===== src/hdl/afp_pkg.sv =====
package afp_pkg;

	localparam int ANGLE_BITS   = 16;
	localparam int NW           = 98;
	localparam int MDW          = 67;
	localparam int SQW          = 96;
	localparam int RTW          = 48;
	localparam int SRW          = 50;
	localparam int CW           = 34;
	localparam int CORDIC_STEPS = 28;
	localparam int STEPW        = 5;
	localparam int SQRT_STEPS   = SQW / 2;
	localparam int ANG_DELAY    = 19;
	localparam int LATE_LEN     = 51;
	localparam int LAT          = 6 + NW + 1 + 52;

	localparam logic [31:0] ANG_HALF = 32'd1 << (31 - ANGLE_BITS);

	typedef struct packed {
		logic [NW-1:0]  n;
		logic [NW-1:0]  q;
		logic [MDW-1:0] r;
		logic [MDW-1:0] d;
	} div_t;

	typedef struct packed {
		logic [SQW-1:0] s;
		logic [RTW-1:0] q;
		logic [SRW-1:0] r;
	} sqrt_t;

	typedef struct packed {
		logic signed [CW-1:0] x;
		logic signed [CW-1:0] y;
		logic [31:0]          z;
		logic                 zero;
	} cordic_t;

	typedef struct packed {
		logic signed [31:0] ax;
		logic signed [31:0] ay;
		logic signed [32:0] vx;
		logic signed [32:0] vy;
		logic               coll;
		logic               dneg;
		logic               negx;
		logic               negy;
	} dside_t;

	typedef struct packed {
		logic        coll;
		logic        dneg;
		logic [47:0] cx;
		logic [47:0] cy;
		logic        csat;
		logic        rovf;
	} late_t;

	typedef struct packed {
		logic [99:0] mx;
		logic [99:0] my;
		logic        nx;
		logic        ny;
	} vec_t;

	typedef struct packed {
		logic [29:0] mx;
		logic [29:0] my;
		logic        nx;
		logic        ny;
		logic        zero;
	} norm_t;

	function automatic logic [31:0] atan_turn(input logic [STEPW-1:0] i);
		logic [31:0] a;
		case (i)
			5'd0: a = 32'h20000000;
			5'd1: a = 32'h12E4051E;
			5'd2: a = 32'h09FB385B;
			5'd3: a = 32'h051111D4;
			5'd4: a = 32'h028B0D43;
			5'd5: a = 32'h0145D7E1;
			5'd6: a = 32'h00A2F61E;
			5'd7: a = 32'h00517C55;
			5'd8: a = 32'h0028BE53;
			5'd9: a = 32'h00145F2F;
			5'd10: a = 32'h000A2F98;
			5'd11: a = 32'h000517CC;
			5'd12: a = 32'h00028BE6;
			5'd13: a = 32'h000145F3;
			5'd14: a = 32'h0000A2FA;
			5'd15: a = 32'h0000517D;
			5'd16: a = 32'h000028BE;
			5'd17: a = 32'h0000145F;
			5'd18: a = 32'h00000A30;
			5'd19: a = 32'h00000518;
			5'd20: a = 32'h0000028C;
			5'd21: a = 32'h00000146;
			5'd22: a = 32'h000000A3;
			5'd23: a = 32'h00000051;
			5'd24: a = 32'h00000029;
			5'd25: a = 32'h00000014;
			5'd26: a = 32'h0000000A;
			5'd27: a = 32'h00000005;
			default: a = 32'h00000000;
		endcase
		return a;
	endfunction

endpackage


===== src/hdl/afp_sqrt_cell.sv =====
module afp_sqrt_cell (
	input  logic           clk,
	input  afp_pkg::sqrt_t din,
	output afp_pkg::sqrt_t dout
);

	logic [afp_pkg::SRW+1:0] rr;
	logic [afp_pkg::SRW+1:0] trial;
	logic [afp_pkg::SRW+1:0] diff;
	afp_pkg::sqrt_t          nxt;
	afp_pkg::sqrt_t          cell_q;

	always_comb begin
		rr = {din.r, din.s[afp_pkg::SQW-1:afp_pkg::SQW-2]};
		trial = {{(afp_pkg::SRW - afp_pkg::RTW){1'b0}}, din.q, 2'b01};
		diff = rr - trial;
		nxt = din;
		nxt.s = din.s << 2;
		if (rr >= trial) begin
			nxt.r = diff[afp_pkg::SRW-1:0];
			nxt.q = {din.q[afp_pkg::RTW-2:0], 1'b1};
		end else begin
			nxt.r = rr[afp_pkg::SRW-1:0];
			nxt.q = {din.q[afp_pkg::RTW-2:0], 1'b0};
		end
	end

	always_ff @(posedge clk) begin
		cell_q <= nxt;
	end

	assign dout = cell_q;

endmodule


===== config.mk =====
export PLATFORM = sky130hd
export DESIGN_NAME = afp_sqrt_cell
export DESIGN_NICKNAME = d
export VERILOG_FILES = /design/src/hdl/afp_pkg.sv /design/src/hdl/afp_sqrt_cell.sv
export SDC_FILE = /design/constraint.sdc
export NUM_CORES = 1
export LEC_CHECK = 0
export ABC_AREA = 1
export BUFFER_PORTS_ARGS = -buffer_cell sky130_fd_sc_hd__buf_2
export CAP_MARGIN = 15
export CELL_PAD_IN_SITES_DETAIL_PLACEMENT = 0
export CELL_PAD_IN_SITES_GLOBAL_PLACEMENT = 1
export CORE_UTILIZATION = 33
export DETAILED_ROUTE_END_ITERATION = 10
export GPL_TIMING_DRIVEN = 0
export MAX_ROUTING_LAYER = met4
export PLACE_DENSITY_LB_ADDON = 0.08
export SLEW_MARGIN = 40
export SYNTH_ARGS = -nofsm -noshare
export SYNTH_HDL_FRONTEND = slang
export SYNTH_SLANG_ARGS = --single-unit
export TNS_END_PERCENT = 20

===== constraint.sdc =====
create_clock -name clk -period 2.85 [get_ports clk]
set_input_delay 0.57 -clock clk [delete_from_list [all_inputs] [get_ports clk]]
set_output_delay 0.57 -clock clk [all_outputs]
set_load 0.05 [all_outputs]

==> results by group <==
Status
  • Outcome: completed

Place
  • I/O Buffers: roughly 390
  • DP Area: ~12,000 sq um
  • Placed Cells: 2,080
  • Gpl congestion: 0.8723
  • Final HPWL DP: ~29,000 microns

Critical path
  • Delay-heaviest family, CP: simple AND/OR/NAND/NOR gates
  • Crit path cell chain: buf_2 > inv_1 > ha_1 > nand2_1 > inv_1 > nand2_1 > nand2_1 > nand2_1 > nand2_1 > nand3b_1 > nand2_2 > nand3_2 > buf_8 > buf_8 > nand3_1 > nand2_1
  • Top cell by count, worst path: nand2_1
  • CP max stage delay: about 0.37 ns
  • Worst Path Buf+Inv: 5
  • CP max FO: 10
  • Crit path to: dout[27]$_DFF_P_
  • CP startpoint kind: input pin
  • Crit path from: din[62]
  • CP required: 3.16 ns
  • Worst path depth: 16
  • Worst Path Arrival: approximately 3.0 ns
  • Element type at the critical path end: flop
  • Critical path's slowest cell: nand3b_1
  • Kind of critical path: in -> reg

Pwr
  • Leakage: approximately 7.1 nW
  • Total power: approximately 8 mW
  • Maximum vdd drop: 0.0002802 V
  • Power Density: 654.5 nW/um^2

Detailed routing
  • DR WL/cell: around 16 microns
  • DRC viols: 0
  • DRT antenna net count: 0
  • Drt pass-1 iters: 7
  • Final wirelength: approximately 35,000 microns
  • Initial drt markers: 476
  • Vias: ~9,000
  • Vias per cell: between 4 and 5

Global routing
  • First-pass GRT wire length: approximately 52,000 microns
  • Gr ovfl total: 0
  • Vias in the first global route: approximately 9,000
  • GRT Util Overall: between 20% and 30%
  • Pin count of the biggest net entering global routing: 21
  • Initial antenna violation count: 1

Die
  • # rows: 60
  • Die height: 169.0 microns
  • Die Footprint: 28,560 sq um
  • Top Ports: ~400
  • Die width: approximately 170 microns
  • CORE AREA: between 20,000 and 30,000 sq um
  • Initial Util: between 30% and 40%

Clock network
  • CTS tree: built
  • Clock sink count: between 150 and 200
  • Postcts setup bufs: 0
  • Reg clk slew, reported paths: 0.09 ns
  • H-tree lvl count: 4
  • Total CTS buffers: 17
  • Clock root cell: clkbuf_16
  • Clk buf depth: 2
  • PostCTS Resize Cnt: 0
  • # hold bufs at CTS: 0

STA
  • Post-route minimum period: between 2 and 3 ns
  • Fmax: approximately 370 MHz
  • Slew Limit Fails: 0
  • Final Hold Fails: 0
  • Final setup viols: 0
  • RSZ-0062 raised after global routing: no
  • Setup TNS: 0 ns
  • Tcrit/Tclk final: 94.74%

Layout
  • Fillers: just under 3,000
  • Design Area, Final: 12,220 sq um
  • Layout cells sized above 1: about 27%
  • Layout Cells excl Fill: 2,113
  • # nets final: slightly below 2,000
  • Area Overhead vs Synth: 32.74%
  • Max reg flops: 192

Logic synthesis
  • Mapped cell area: 9204 sq um
  • Yosys synthesis warning count: 0
  • Seq/Total Area, Yosys: a little over two fifths
  • Post-synthesis sequential element count: ~190
  • Mapped Cells: 1,321
  • Avg Cell Area, Syn: around 7.0 sq um
  • Synth unique cells: 34

Min path
  • Worst Hold Class: in -> reg
  • Min-delay src: din[179]

Flow run
  • Maxcap violations: 0
==> report_power, final <==
part | internal, mW | switching (mW) | total (mW)
clock network | 1.24 | 1.30 | 2.54
logic | 0.630 | 1.83 | 2.46
registers | 2.94 | 0.0595 | 3.00
total | 4.80 | 3.19 | 8.00
==> how the worst min path moves through the flow <==
stage	endpoint	slack [ns]	cells past startpoint
final	dout[181]$_DFF_P_	0.22	1
after global routing	dout[162]$_DFF_P_	0.20	1
after CTS	dout[121]$_DFF_P_	0.20	1
after detailed placement	dout[175]$_DFF_P_	0.67	1
after global placement	dout[142]$_DFF_P_	0.67	1
after floorplan	dout[100]$_DFF_P_	0.60	0
==> cell type report <==
class / instances / area [sq um] / share of cell area (%)
Antenna cell: 1 / 2.502 / 0.02048
Clock buffer: 19 / 452.9 / 3.707
Tap cell: 372 / 465.4 / 3.810
Buffer: 16 / 118.9 / 0.9730
Sequential cell: 192 / 3844 / 31.46
Clock inverter: 13 / 156.4 / 1.280
Multi-Input combinational cell: 823 / 4153 / 33.99
Inverter: 291 / 1092 / 8.941
Timing Repair Buffer: 386 / 1932 / 15.81
==> synthesized netlist by cell type (all sizes together) <==
cell type	count	area [sq um]
nor3	8	50.05
conb	1	3.750
clkbuf	6	22.52
xnor2	1	8.760
a21oi	29	156.4
nand2	464	1754
nand3b	18	135.1
ha	50	625.6
buf	10	96.34
dfxtp	192	3844
o21ai	29	145.1
o21bai	5	37.54
nand4	34	212.7
nor4	2	12.51
or2	1	6.260
nand3	53	335.3
o21a	1	7.510
inv	291	1092
nor2	96	402.9
xor2	27	236.5
and2	2	12.51
a31oi	1	6.260
==> cells by family after synthesis <==
kind of cell	synth area share, %
buf+inv	13.16
fa+ha+maj	6.797
flops	41.76
other cells	0.04074
simple gates	31.74
xor+xnor	2.665
compound gates	3.834
==> metrics by stage <==
stage	hold slack, ns	utilization [%]	setup WS [ns]
after floorplan	0.5977	-	0.5702
after global placement	0.6727	42.70	-0.3073
after detailed placement	0.6736	42.70	-0.3336
after CTS	0.2040	44.94	0.1264
after global routing	0.1983	44.95	0.004809
final	0.2189	44.95	0.1500
==> routing by layer <==
| layer | global-route usage, % | wire (microns) | vias up | part of all wire (%) |
|---|---|---|---|---|
| li1 | - | - | 4781 | - |
| met1 | 31.97 | 15930 | 4033 | 46 |
| met2 | 42.33 | 16480 | 275 | 48 |
| met3 | 4.068 | 1868 | 23 | 5.4 |
| met4 | 4.857 | 367 | 0 | 1.1 |
| met5 | - | 0 | - | 0 |
==> cells in the final DEF (no fill, tap or decap), types with 24 or more instances in the layout <==
master     n
inv_1    283
nand3_1   39
dfxtp_1  192
a21oi_1   28
nand4_1   34
buf_2    390
nor2_1    85
nand2_1  459
o21ai_0   24
xor2_1    27
ha_1      50
No activity file was read; power rests on OpenSTA's default activity.
