[config.mk]
export PLATFORM = sky130hd
export DESIGN_NAME = afp_div_cell
export DESIGN_NICKNAME = d
export VERILOG_FILES = /design/src/hdl/afp_pkg.sv /design/src/hdl/afp_div_cell.sv
export SDC_FILE = /design/constraint.sdc
export NUM_CORES = 1
export LEC_CHECK = 0
export BUFFER_PORTS_ARGS = -buffer_cell sky130_fd_sc_hd__buf_2
export CELL_PAD_IN_SITES_DETAIL_PLACEMENT = 1
export CELL_PAD_IN_SITES_GLOBAL_PLACEMENT = 1
export CORE_AREA = 4 4 255 257
export DETAILED_ROUTE_END_ITERATION = 10
export DIE_AREA = 0 0 259 261
export PLACE_DENSITY = 0.58
export SETUP_SLACK_MARGIN = 0.5
export SLEW_MARGIN = 20
export SYNTH_ARGS = -nofsm -noshare
export SYNTH_HDL_FRONTEND = slang
export SYNTH_SLANG_ARGS = --single-unit
export TNS_END_PERCENT = 1
[constraint.sdc]
create_clock -name clk -period 3.1 [get_ports clk]
set_input_delay 0.155 -clock clk [delete_from_list [all_inputs] [get_ports clk]]
set_output_delay 0.155 -clock clk [all_outputs]
set_load 0.05 [all_outputs]
[src/hdl/afp_pkg.sv]
package afp_pkg;

	localparam int ANGLE_BITS   = 16;
	localparam int NW           = 98;
	localparam int MDW          = 67;
	localparam int SQW          = 96;
	localparam int RTW          = 48;
	localparam int SRW          = 50;
	localparam int CW           = 34;
	localparam int CORDIC_STEPS = 28;
	localparam int STEPW        = 5;
	localparam int SQRT_STEPS   = SQW / 2;
	localparam int ANG_DELAY    = 19;
	localparam int LATE_LEN     = 51;
	localparam int LAT          = 6 + NW + 1 + 52;

	localparam logic [31:0] ANG_HALF = 32'd1 << (31 - ANGLE_BITS);

	typedef struct packed {
		logic [NW-1:0]  n;
		logic [NW-1:0]  q;
		logic [MDW-1:0] r;
		logic [MDW-1:0] d;
	} div_t;

	typedef struct packed {
		logic [SQW-1:0] s;
		logic [RTW-1:0] q;
		logic [SRW-1:0] r;
	} sqrt_t;

	typedef struct packed {
		logic signed [CW-1:0] x;
		logic signed [CW-1:0] y;
		logic [31:0]          z;
		logic                 zero;
	} cordic_t;

	typedef struct packed {
		logic signed [31:0] ax;
		logic signed [31:0] ay;
		logic signed [32:0] vx;
		logic signed [32:0] vy;
		logic               coll;
		logic               dneg;
		logic               negx;
		logic               negy;
	} dside_t;

	typedef struct packed {
		logic        coll;
		logic        dneg;
		logic [47:0] cx;
		logic [47:0] cy;
		logic        csat;
		logic        rovf;
	} late_t;

	typedef struct packed {
		logic [99:0] mx;
		logic [99:0] my;
		logic        nx;
		logic        ny;
	} vec_t;

	typedef struct packed {
		logic [29:0] mx;
		logic [29:0] my;
		logic        nx;
		logic        ny;
		logic        zero;
	} norm_t;

	function automatic logic [31:0] atan_turn(input logic [STEPW-1:0] i);
		logic [31:0] a;
		case (i)
			5'd0: a = 32'h20000000;
			5'd1: a = 32'h12E4051E;
			5'd2: a = 32'h09FB385B;
			5'd3: a = 32'h051111D4;
			5'd4: a = 32'h028B0D43;
			5'd5: a = 32'h0145D7E1;
			5'd6: a = 32'h00A2F61E;
			5'd7: a = 32'h00517C55;
			5'd8: a = 32'h0028BE53;
			5'd9: a = 32'h00145F2F;
			5'd10: a = 32'h000A2F98;
			5'd11: a = 32'h000517CC;
			5'd12: a = 32'h00028BE6;
			5'd13: a = 32'h000145F3;
			5'd14: a = 32'h0000A2FA;
			5'd15: a = 32'h0000517D;
			5'd16: a = 32'h000028BE;
			5'd17: a = 32'h0000145F;
			5'd18: a = 32'h00000A30;
			5'd19: a = 32'h00000518;
			5'd20: a = 32'h0000028C;
			5'd21: a = 32'h00000146;
			5'd22: a = 32'h000000A3;
			5'd23: a = 32'h00000051;
			5'd24: a = 32'h00000029;
			5'd25: a = 32'h00000014;
			5'd26: a = 32'h0000000A;
			5'd27: a = 32'h00000005;
			default: a = 32'h00000000;
		endcase
		return a;
	endfunction

endpackage

[src/hdl/afp_div_cell.sv]
module afp_div_cell (
	input  logic          clk,
	input  afp_pkg::div_t din,
	output afp_pkg::div_t dout
);

	logic [afp_pkg::MDW:0] rr;
	logic [afp_pkg::MDW:0] diff;
	afp_pkg::div_t         nxt;
	afp_pkg::div_t         cell_q;

	always_comb begin
		rr = {din.r, din.n[afp_pkg::NW-1]};
		diff = rr - {1'b0, din.d};
		nxt = din;
		nxt.n = din.n << 1;
		if (rr >= {1'b0, din.d}) begin
			nxt.r = diff[afp_pkg::MDW-1:0];
			nxt.q = {din.q[afp_pkg::NW-2:0], 1'b1};
		end else begin
			nxt.r = rr[afp_pkg::MDW-1:0];
			nxt.q = {din.q[afp_pkg::NW-2:0], 1'b0};
		end
	end

	always_ff @(posedge clk) begin
		cell_q <= nxt;
	end

	assign dout = cell_q;

endmodule

==> key figures <==
Outcome
  • Status: completed

Die
  • Die area: around 68,000 um2
  • Core box area: about 63,000 um2
  • Cell row count: between 90 and 100
  • Initial standard-cell utilization of the core: 0.187
  • I/O pin count: 661
  • Vert. Die Dim: roughly 260 um
  • Die W: between 200 and 300 um

Synth
  • Area share of the leading cell type in the synthesized netlist: 0.562
  • Share of synthesized flip-flops with an asynchronous set or reset: 0
  • Yosys warnings: 0
  • Gate count of the mapped netlist: about 1,200
  • Portion of the post-synthesis area used by sequential elements: 0.562
  • Post-Syn Nets: between 1,500 and 2,000
  • Top area cells in the synthesized netlist: dfxtp_1 (56%), ha_1 (7.2%), o21ai_0 (4.3%), nand2_1 (3.8%), a21oi_1 (3.4%)
  • Post-synthesis register bit count: about 330
  • Number of enable-type register cells in the synthesized netlist: 0
  • Post-synth top area cell: dfxtp_1
  • Count of unique library cells instantiated by Yosys: between 60 and 70
  • Post-synthesis cell area: around 12,000 um2
  • Flip-flop cell with the highest count after synthesis: dfxtp_1
  • Synthesized area divided by synthesized cell count: 9.97 um2

Power
  • Total power density per cell area: 634 nW/um2
  • Leakage power figure: ~11 nW
  • Peak supply drop: 0.000421 V

Cells and area
  • FF+latch area: 6590 um2
  • Fill cell instance count of the final layout: a little over 7,000
  • Final layout net count: 2,694
  • Most frequent cells in the layout: buf_2 (658), dfxtp_1 (329), dlygate4sd3_1 (329)
  • Footprint of the multi-input gates: ~5000 um2
  • Most common cell after layout, fill and taps aside: buf_2
  • Share of final-layout standard cells stronger than drive strength 1: 0.407
  • Layout overhead on the synthesized area: 89.6%
  • Finished layout cell area: around 22,000 um2
  • Number of flip-flops in the largest register: roughly 330

STA
  • Final min period: 2560 ps
  • Slew at the pin closest to its max-slew limit: between 500 and 600 ps
  • FMAX: a little under 0.4 GHz
  • Slack of the critical path: 538 ps
  • Period Utilization, post-route: 0.827
  • Final setup violating endpoints: 0
  • Count of endpoints failing hold in the final timing report: 0
  • Worst slack on hold paths: between 80 and 90 ps
  • Setup repair after global routing missed its margin: true
  • Remaining max-slew budget at the tightest pin: 0.605
  • Total negative slack: 0 ps
  • Number of pins with negative max-slew slack in the final report: 0

Drt
  • Initial detailed-routing violation count: 420
  • Remaining design rule violation count: 0
  • Antenna viol nets, final: 0
  • Via density per instance: roughly 4.2
  • Pre-antenna DRT Iters: 4
  • Routed wire per std cell: between 20 and 25 um
  • Vias after detailed routing: around 13,000
  • Drt total wl: between 70,000 and 80,000 um

Worst setup path
  • Startpoint type of the worst setup path: input port
  • Critical setup path kind: input port to flop
  • Required time of the worst setup path: 3560 ps
  • Peak per-stage delay on the critical path: a little under 500 ps
  • Data arrival time at the worst-slack endpoint: approximately 3000 ps
  • Slowest-stage cell, CP: or4_4
  • Critical path, cell by cell: buf_2 > inv_1 > ha_4 > nand4_1 > nor2_4 > inv_2 > or4_4 > o311a_4 > nor4_4 > nor2_4 > buf_12 > o41ai_4
  • CP Capture Type: flop
  • Maximum net fanout on the critical path: 21
  • Cell seen most often among critical-path stages: nor2_4

Min path
  • Kind of path behind the tightest hold check: input port to flop
  • Worst Hold End: dout[72]$_DFF_P_
  • Launch point of the worst hold path: din[71]
  • Hold path cells: 4

Clocking
  • H-Tree Level Count: 2
  • Clock net sink count: between 300 and 400
  • Clock-pin slew reported for the worst setup and hold paths after clock tree synthesis: 60 ps
  • Cell at the root of the clock tree: clkbuf_16
  • Clock Path Buffers: 3
  • Clock tree from TritonCTS: done
  • Num CTS Buffers: between 40 and 50

GRT
  • Grt ovf: 0
  • Via count of the first global-routing pass: between 10,000 and 15,000
  • Antenna violations before repair: 32
  • First-pass GRT wire length: ~100,000 um
  • Gr usage total: 0.211
  • Largest net degree at the start of global routing: 61

Placement
  • Port-buffer cells: 658
  • Cell Area, Placed: 17,000 um2
  • Final weighted congestion in routability-driven placement: ~0.87
  • Placement-stage worst setup slack: -244 ps
  • Sum of net half-perimeters after detailed placement: 59,500 um

Job
  • Maxcap violations: 0
[area by class of cell]
cell class              instances  share of cell area
diodes                         13             0.00146
clock buffers                  53              0.0518
clock inverters                17              0.0146
inverters                      93              0.0163
multi-input cells             703               0.226
flip-flops and latches        329               0.296
well taps                     846              0.0476
repair buffers               1127               0.346
[synth_stat cells, drive strengths merged (7+ instances only)]
library cell	n
a21o	34
o21ai	103
nor3	14
nand4	25
o21a	10
xnor2	38
o21bai	16
xor2	23
a21oi	79
a31oi	10
clkbuf	28
nor4	9
ha	67
and3	7
inv	93
nor2	48
nand2	119
dfxtp	329
buf	22
nand3	20
[report_power, final]
group	total (mW)	switching [mW]	internal, mW	leakage, nW
clock network	5.31	2.02	3.29	0.712
registers	4.73	0.122	4.61	2.78
logic	4.06	2.69	1.36	7.02
total	14.1	4.83	9.26	10.5
[per-layer routing]
layer	vias to the layer above	GRT usage	wire length [um]
met5	-	0	170
li1	6291	-	-
met1	6302	0.215	26500
met2	481	0.383	37900
met4	28	0.116	4620
met3	149	0.0706	5720
[worst max-delay path, delay by kind of cell]
family / cells / cell delay, ps
fa+ha+maj: 1 / 300
simple gates: 5 / 1410
compound gates: 2 / 740
buf+inv: 4 / 400
[timing repair]
| item | CTS | global route |
|---|---|---|
| endpoints found under the hold margin | 328 | 1 |
| hold buffers | 328 | 1 |
| setup buffers | 0 | 6 |
| setup endpoints to repair | 55 | 65 |
| gates resized for setup | 5 | 74 |
| pin swaps | 1 | 17 |
[stage by stage]
step / power (mW) / util / instances
global placement: 8.42 / 0.271 / 2763
CTS: 14.2 / 0.347 / 3161
detailed placement: 8.43 / 0.271 / 2763
global route: 14.7 / 0.354 / 3173
floorplan: 7.05 / - / 1175
finish: 14.1 / 0.354 / 3181
[kinds of logic after synthesis]
group | after synthesis | synth area share
buffers and inverters | 143 | 0.0489
muxes | 4 | 0.00374
and+or+nand+nor | 262 | 0.104
DFF | 329 | 0.562
xor gates and xnor gates | 61 | 0.0456
AOI/OAI and AO/OA | 307 | 0.162
other | 1 | 0.000320
adders and majority gates | 68 | 0.0732
[how the worst max path moves through the flow]
stage             start           endpoint  slack [ps]  depth (start not counted)
6_report        din[41]  dout[125]$_DFF_P_         540                         12
5_1_grt          din[2]  dout[128]$_DFF_P_         420                         16
4_1_cts          din[5]  dout[111]$_DFF_P_         480                         15
3_5_place_dp     din[5]  dout[109]$_DFF_P_        -240                         16
3_3_place_gp   din[329]  dout[101]$_DFF_P_        -190                         15
2_1_floorplan   din[43]   dout[68]$_DFF_P_         380                         12
Note: power is estimated with default switching activity, not from simulation.
