**src/hdl/afp_pkg.sv**
```systemverilog
package afp_pkg;

	localparam int ANGLE_BITS   = 16;
	localparam int NW           = 98;
	localparam int MDW          = 67;
	localparam int SQW          = 96;
	localparam int RTW          = 48;
	localparam int SRW          = 50;
	localparam int CW           = 34;
	localparam int CORDIC_STEPS = 28;
	localparam int STEPW        = 5;
	localparam int SQRT_STEPS   = SQW / 2;
	localparam int ANG_DELAY    = 19;
	localparam int LATE_LEN     = 51;
	localparam int LAT          = 6 + NW + 1 + 52;

	localparam logic [31:0] ANG_HALF = 32'd1 << (31 - ANGLE_BITS);

	typedef struct packed {
		logic [NW-1:0]  n;
		logic [NW-1:0]  q;
		logic [MDW-1:0] r;
		logic [MDW-1:0] d;
	} div_t;

	typedef struct packed {
		logic [SQW-1:0] s;
		logic [RTW-1:0] q;
		logic [SRW-1:0] r;
	} sqrt_t;

	typedef struct packed {
		logic signed [CW-1:0] x;
		logic signed [CW-1:0] y;
		logic [31:0]          z;
		logic                 zero;
	} cordic_t;

	typedef struct packed {
		logic signed [31:0] ax;
		logic signed [31:0] ay;
		logic signed [32:0] vx;
		logic signed [32:0] vy;
		logic               coll;
		logic               dneg;
		logic               negx;
		logic               negy;
	} dside_t;

	typedef struct packed {
		logic        coll;
		logic        dneg;
		logic [47:0] cx;
		logic [47:0] cy;
		logic        csat;
		logic        rovf;
	} late_t;

	typedef struct packed {
		logic [99:0] mx;
		logic [99:0] my;
		logic        nx;
		logic        ny;
	} vec_t;

	typedef struct packed {
		logic [29:0] mx;
		logic [29:0] my;
		logic        nx;
		logic        ny;
		logic        zero;
	} norm_t;

	function automatic logic [31:0] atan_turn(input logic [STEPW-1:0] i);
		logic [31:0] a;
		case (i)
			5'd0: a = 32'h20000000;
			5'd1: a = 32'h12E4051E;
			5'd2: a = 32'h09FB385B;
			5'd3: a = 32'h051111D4;
			5'd4: a = 32'h028B0D43;
			5'd5: a = 32'h0145D7E1;
			5'd6: a = 32'h00A2F61E;
			5'd7: a = 32'h00517C55;
			5'd8: a = 32'h0028BE53;
			5'd9: a = 32'h00145F2F;
			5'd10: a = 32'h000A2F98;
			5'd11: a = 32'h000517CC;
			5'd12: a = 32'h00028BE6;
			5'd13: a = 32'h000145F3;
			5'd14: a = 32'h0000A2FA;
			5'd15: a = 32'h0000517D;
			5'd16: a = 32'h000028BE;
			5'd17: a = 32'h0000145F;
			5'd18: a = 32'h00000A30;
			5'd19: a = 32'h00000518;
			5'd20: a = 32'h0000028C;
			5'd21: a = 32'h00000146;
			5'd22: a = 32'h000000A3;
			5'd23: a = 32'h00000051;
			5'd24: a = 32'h00000029;
			5'd25: a = 32'h00000014;
			5'd26: a = 32'h0000000A;
			5'd27: a = 32'h00000005;
			default: a = 32'h00000000;
		endcase
		return a;
	endfunction

endpackage

```
**src/hdl/afp_cordic_cell.sv**
```systemverilog
module afp_cordic_cell (
	input  logic                      clk,
	input  logic [afp_pkg::STEPW-1:0] step,
	input  afp_pkg::cordic_t          din,
	output afp_pkg::cordic_t          dout
);

	logic signed [afp_pkg::CW-1:0] xs;
	logic signed [afp_pkg::CW-1:0] ys;
	logic signed [afp_pkg::CW-1:0] dx;
	logic signed [afp_pkg::CW-1:0] dy;
	afp_pkg::cordic_t              nxt;
	afp_pkg::cordic_t              cell_q;

	always_comb begin
		xs = din.x;
		ys = din.y;
		dx = ys >>> step;
		dy = xs >>> step;
		nxt = din;
		if (ys > 0) begin
			nxt.x = xs + dx;
			nxt.y = ys - dy;
			nxt.z = din.z + afp_pkg::atan_turn(step);
		end else begin
			nxt.x = xs - dx;
			nxt.y = ys + dy;
			nxt.z = din.z - afp_pkg::atan_turn(step);
		end
	end

	always_ff @(posedge clk) begin
		cell_q <= nxt;
	end

	assign dout = cell_q;

endmodule
```
**config.mk**
```make
export PLATFORM = sky130hd
export DESIGN_NAME = afp_cordic_cell
export DESIGN_NICKNAME = d
export VERILOG_FILES = /design/src/hdl/afp_pkg.sv /design/src/hdl/afp_cordic_cell.sv
export SDC_FILE = /design/constraint.sdc
export NUM_CORES = 1
export LEC_CHECK = 0
export ABC_AREA = 1
export BUFFER_PORTS_ARGS = -buffer_cell sky130_fd_sc_hd__clkbuf_2
export CAP_MARGIN = 20
export CELL_PAD_IN_SITES_DETAIL_PLACEMENT = 1
export CELL_PAD_IN_SITES_GLOBAL_PLACEMENT = 1
export CORE_MARGIN = 5
export CORE_UTILIZATION = 44
export DETAILED_ROUTE_END_ITERATION = 6
export PLACE_DENSITY = 0.95
export SYNTH_ARGS = -nofsm -noshare
export SYNTH_HDL_FRONTEND = slang
export SYNTH_SLANG_ARGS = --single-unit
```
**constraint.sdc**
```tcl
create_clock -name clk -period 9.8 [get_ports clk]
set_input_delay 1.96 -clock clk [delete_from_list [all_inputs] [get_ports clk]]
set_output_delay 1.96 -clock clk [all_outputs]
set_load 0.05 [all_outputs]
```
==> results by group <==
Routing
  • TritonRoute pass-1 iters: 5
  • Vias per inst: 5.77
  • DRC viols: 0
  • Routed Antenna Nets: 0
  • Routed WL per cell: 19.7 microns
  • Total wire length: 60000 microns
  • Initial DRC count: 1380
  • Vias post-DR: 17565

Placement
  • Placed inst area: 0.0156 sq mm
  • Pre-CTS setup slack: 1.87 ns
  • Detailed Place HPWL: 50100 microns
  • GPL Wtd Cong: 1.01
  • Placed cell count: 3032
  • Number of port buffers: 207

Timing
  • Period minus WS final: 7.64 ns
  • Rel. slew slack: 0.324
  • Max Fclk: 131 MHz
  • Final setup margin: 2.16 ns
  • Max Slew Vio Count: 0
  • Tcrit/Tclk final: 0.780
  • Final hold vios: 0
  • Setup TNS after final layout: 0 ns
  • Worst-margin pin slew: 1.01 ns
  • RSZ-0062 raised after global routing: no
  • Final setup fails: 0
  • Hold Worst Slack: 1.67 ns

Hold path
  • Hold Path Class: in2reg
  • Hold worst-path end: dout[0]
  • Hold wc startpoint: din[0]
  • Hold path cells: 1

Clock network
  • # resized after CTS: 0
  • Maximum clock path buffer count: 2
  • Worst-path clk slew: 0.07 ns
  • CTS Hold Bufs: 0
  • Clk sinks: 101
  • CTS tree: yes
  • H-Tree Level Count: 3
  • Num CTS Buffers: 9
  • Root Buffer: clkbuf_16
  • Post-CTS Setup Bufs: 0

Layout
  • Share of post-route cells with drive strength above 1: 0.123
  • Layout area overhead: 9.96%
  • Final cell count without fillers: 3046
  • N_diodes: 0
  • Number of flip-flops under the largest register name: 101
  • Final cell area excluding filler cells: 0.0159 sq mm
  • Layout net count: 2815
  • Final core occ: 0.489

Synth
  • Distinct cell type count after synthesis: 57
  • Post-Synthesis Cells: 2458
  • Post-Syn Area: 0.0145 sq mm
  • Yosys Warn Count: 0
  • Yosys reg bits: 101
  • Seq/Total Area, Yosys: 0.140
  • Commonest register cell after synthesis: dfxtp_1
  • Syn Nets: 2672
  • Mean post-synth cell area: 5.89 sq um
  • Fraction of registers with async set/reset: 0
  • EDFF count, synth: 0

Floorplan
  • Core region area: 0.0325 sq mm
  • Initial Util: 0.445
  • I/O pin count: 208
  • Core Rows: 66
  • Die Y-Extent: 191 microns
  • Die area: 0.0366 sq mm
  • Die Span X: 191 microns

Worst setup path
  • Nature of the critical path endpoint: register
  • Critical Path RT: 10.10 ns
  • CP cell instances: clkbuf_2 -> buf_4 -> inv_4 -> ha_1 -> or2_1 -> nand3_1 -> o21ai_1 -> a21oi_2 -> nand2_1 -> nor2_2 -> nand4_1 -> nor2_2 -> nor2_1 -> a21oi_2 -> xor2_2 -> ha_1 -> nand2_1 -> nor4_1 -> nand3_1 -> nand4_1 -> a31oi_1 -> o21ai_0 -> xor2_1
  • Slowest stage cell, crit path: a21oi_2
  • Crit-path leading delay family: simple AND/OR/NAND/NOR gates
  • Critical path class: in2reg
  • Delay of the slowest critical-path stage: 0.77 ns
  • Crit Path Max Fanout: 65
  • WP depth: 23
  • Buf/Inv on CP: 3
  • CP startpoint kind: input port
  • CP Data Arrival Time: 7.95 ns

Global routing
  • Total gr overflow: 0
  • First-pass GRT wire length: 94200 microns
  • Largest net degree at the start of global routing: 81
  • Total GRT Usage: 0.319
  • Vias in the first global route: 17784
  • Antenna violations before repair: 0

Power and ir drop
  • Maximum VDD drop: 0.153 mV
  • Final Power: 3.11 mW
  • Combinational Power Share: 0.666
  • Seq pwr share: 0.207
  • Clock power share: 0.127
  • Leak: 8.43 nW
  • Sw Share: 0.566
  • PD cells: 196 mW/mm^2
  • Internal Power: 1.35 mW
  • P_sw: 1.76 mW

Run
  • Max Cap Viol: 0

Outcome
  • Status: complete, no violations
[logic make-up after synthesis]
| family | count (synthesis) | synth area share |
|---|---|---|
| buf+inv | 332 | 0.102 |
| simple gates | 1403 | 0.421 |
| compound gates | 353 | 0.143 |
| flops | 101 | 0.140 |
| fa+ha+maj | 107 | 0.0941 |
| xor+xnor | 162 | 0.101 |
[routing by layer]
layer,routed length (microns),share of wire,vias to the layer above,global-route usage
met4,2200,0.037,0,0.113
met1,25800,0.43,8402,0.408
li1,-,-,8384,-
met5,0,0,-,0
met3,3720,0.062,126,0.0447
met2,28300,0.47,653,0.549
[synth_stat cells (4+ instances only)]
cell type,number,area (sq um)
dfxtp_1,101,2020
nor4_1,4,25.0
buf_6,18,203
o21a_1,17,128
inv_1,234,878
xor2_1,98,858
nand2_1,717,2690
nor2_2,19,119
o221ai_1,4,35.0
nand3_2,13,130
nor3_1,12,60.1
xor2_2,5,81.3
o22ai_1,4,25.0
buf_1,11,41.3
a31oi_1,29,181
nand2_4,5,56.3
a21oi_2,8,70.1
buf_2,34,170
nand3_1,370,1850
a21oi_1,134,671
o2111ai_1,5,43.8
o21ai_0,87,435
a21boi_0,9,67.6
ha_1,104,1300
nor2_4,5,56.3
nand3b_1,6,45.0
nor2_1,212,796
xnor2_1,59,517
clkbuf_1,13,48.8
nand4_1,22,138
o21ai_1,20,100
nand2_2,11,68.8
o31ai_1,4,30.0
a21o_1,7,52.6
buf_4,7,52.6
o211ai_1,7,52.6
inv_2,11,41.3
[cell type report]
cell class	count	area (sq um)
Fill cell	4782	16600
Multi-Input combinational cell	2025	11000
Sequential cell	101	2020
Timing Repair Buffer	216	1100
Inverter	248	938
Tap cell	442	553
Clock buffer	10	239
Clock inverter	4	73.8
[placed cells by master (no fill, tap or decap), drive strengths merged, types with 2 or more instances in the layout]
cell type and count:
bufinv 2, o31ai 4, inv 248, o22ai 4, dfxtp 101, a21boi 10, nand2 733, o2111ai 5
nor2 236, fa 3, nand4 22, xor2 103, a211oi 3, a21o 7, clkbuf 216, clkinv 2
nor4 4, nand3b 6, a2111oi 3, o21ai 109, buf 10, xnor2 59, o21a 17, a21oi 143
nor3 13, o221ai 4, nand3 383, o21bai 4, a31oi 29, ha 104, o211ai 7, or2 4
[power by group through the flow]
stage / Sequential (mW) / Combinational, mW / Clock [mW]
2_1_floorplan: 1.30 / 0.889 / 0
3_3_place_gp: 0.647 / 2.01 / 0
3_5_place_dp: 0.655 / 2.05 / 0
4_1_cts: 0.646 / 2.06 / 0.402
5_1_grt: 0.661 / 2.22 / 0.416
6_report: 0.645 / 2.07 / 0.395
[worst max-delay path by stage]
stage                        from  endpoint  slack [ns]
after floorplan           step[1]  dout[24]        4.02
after global placement    step[1]  dout[29]        2.29
after detailed placement  step[1]  dout[29]        1.87
after CTS                 step[1]  dout[29]        2.23
after global routing      step[1]  dout[29]        1.77
final                     step[1]  dout[29]        2.16
Note: power is estimated with default switching activity, not from simulation.
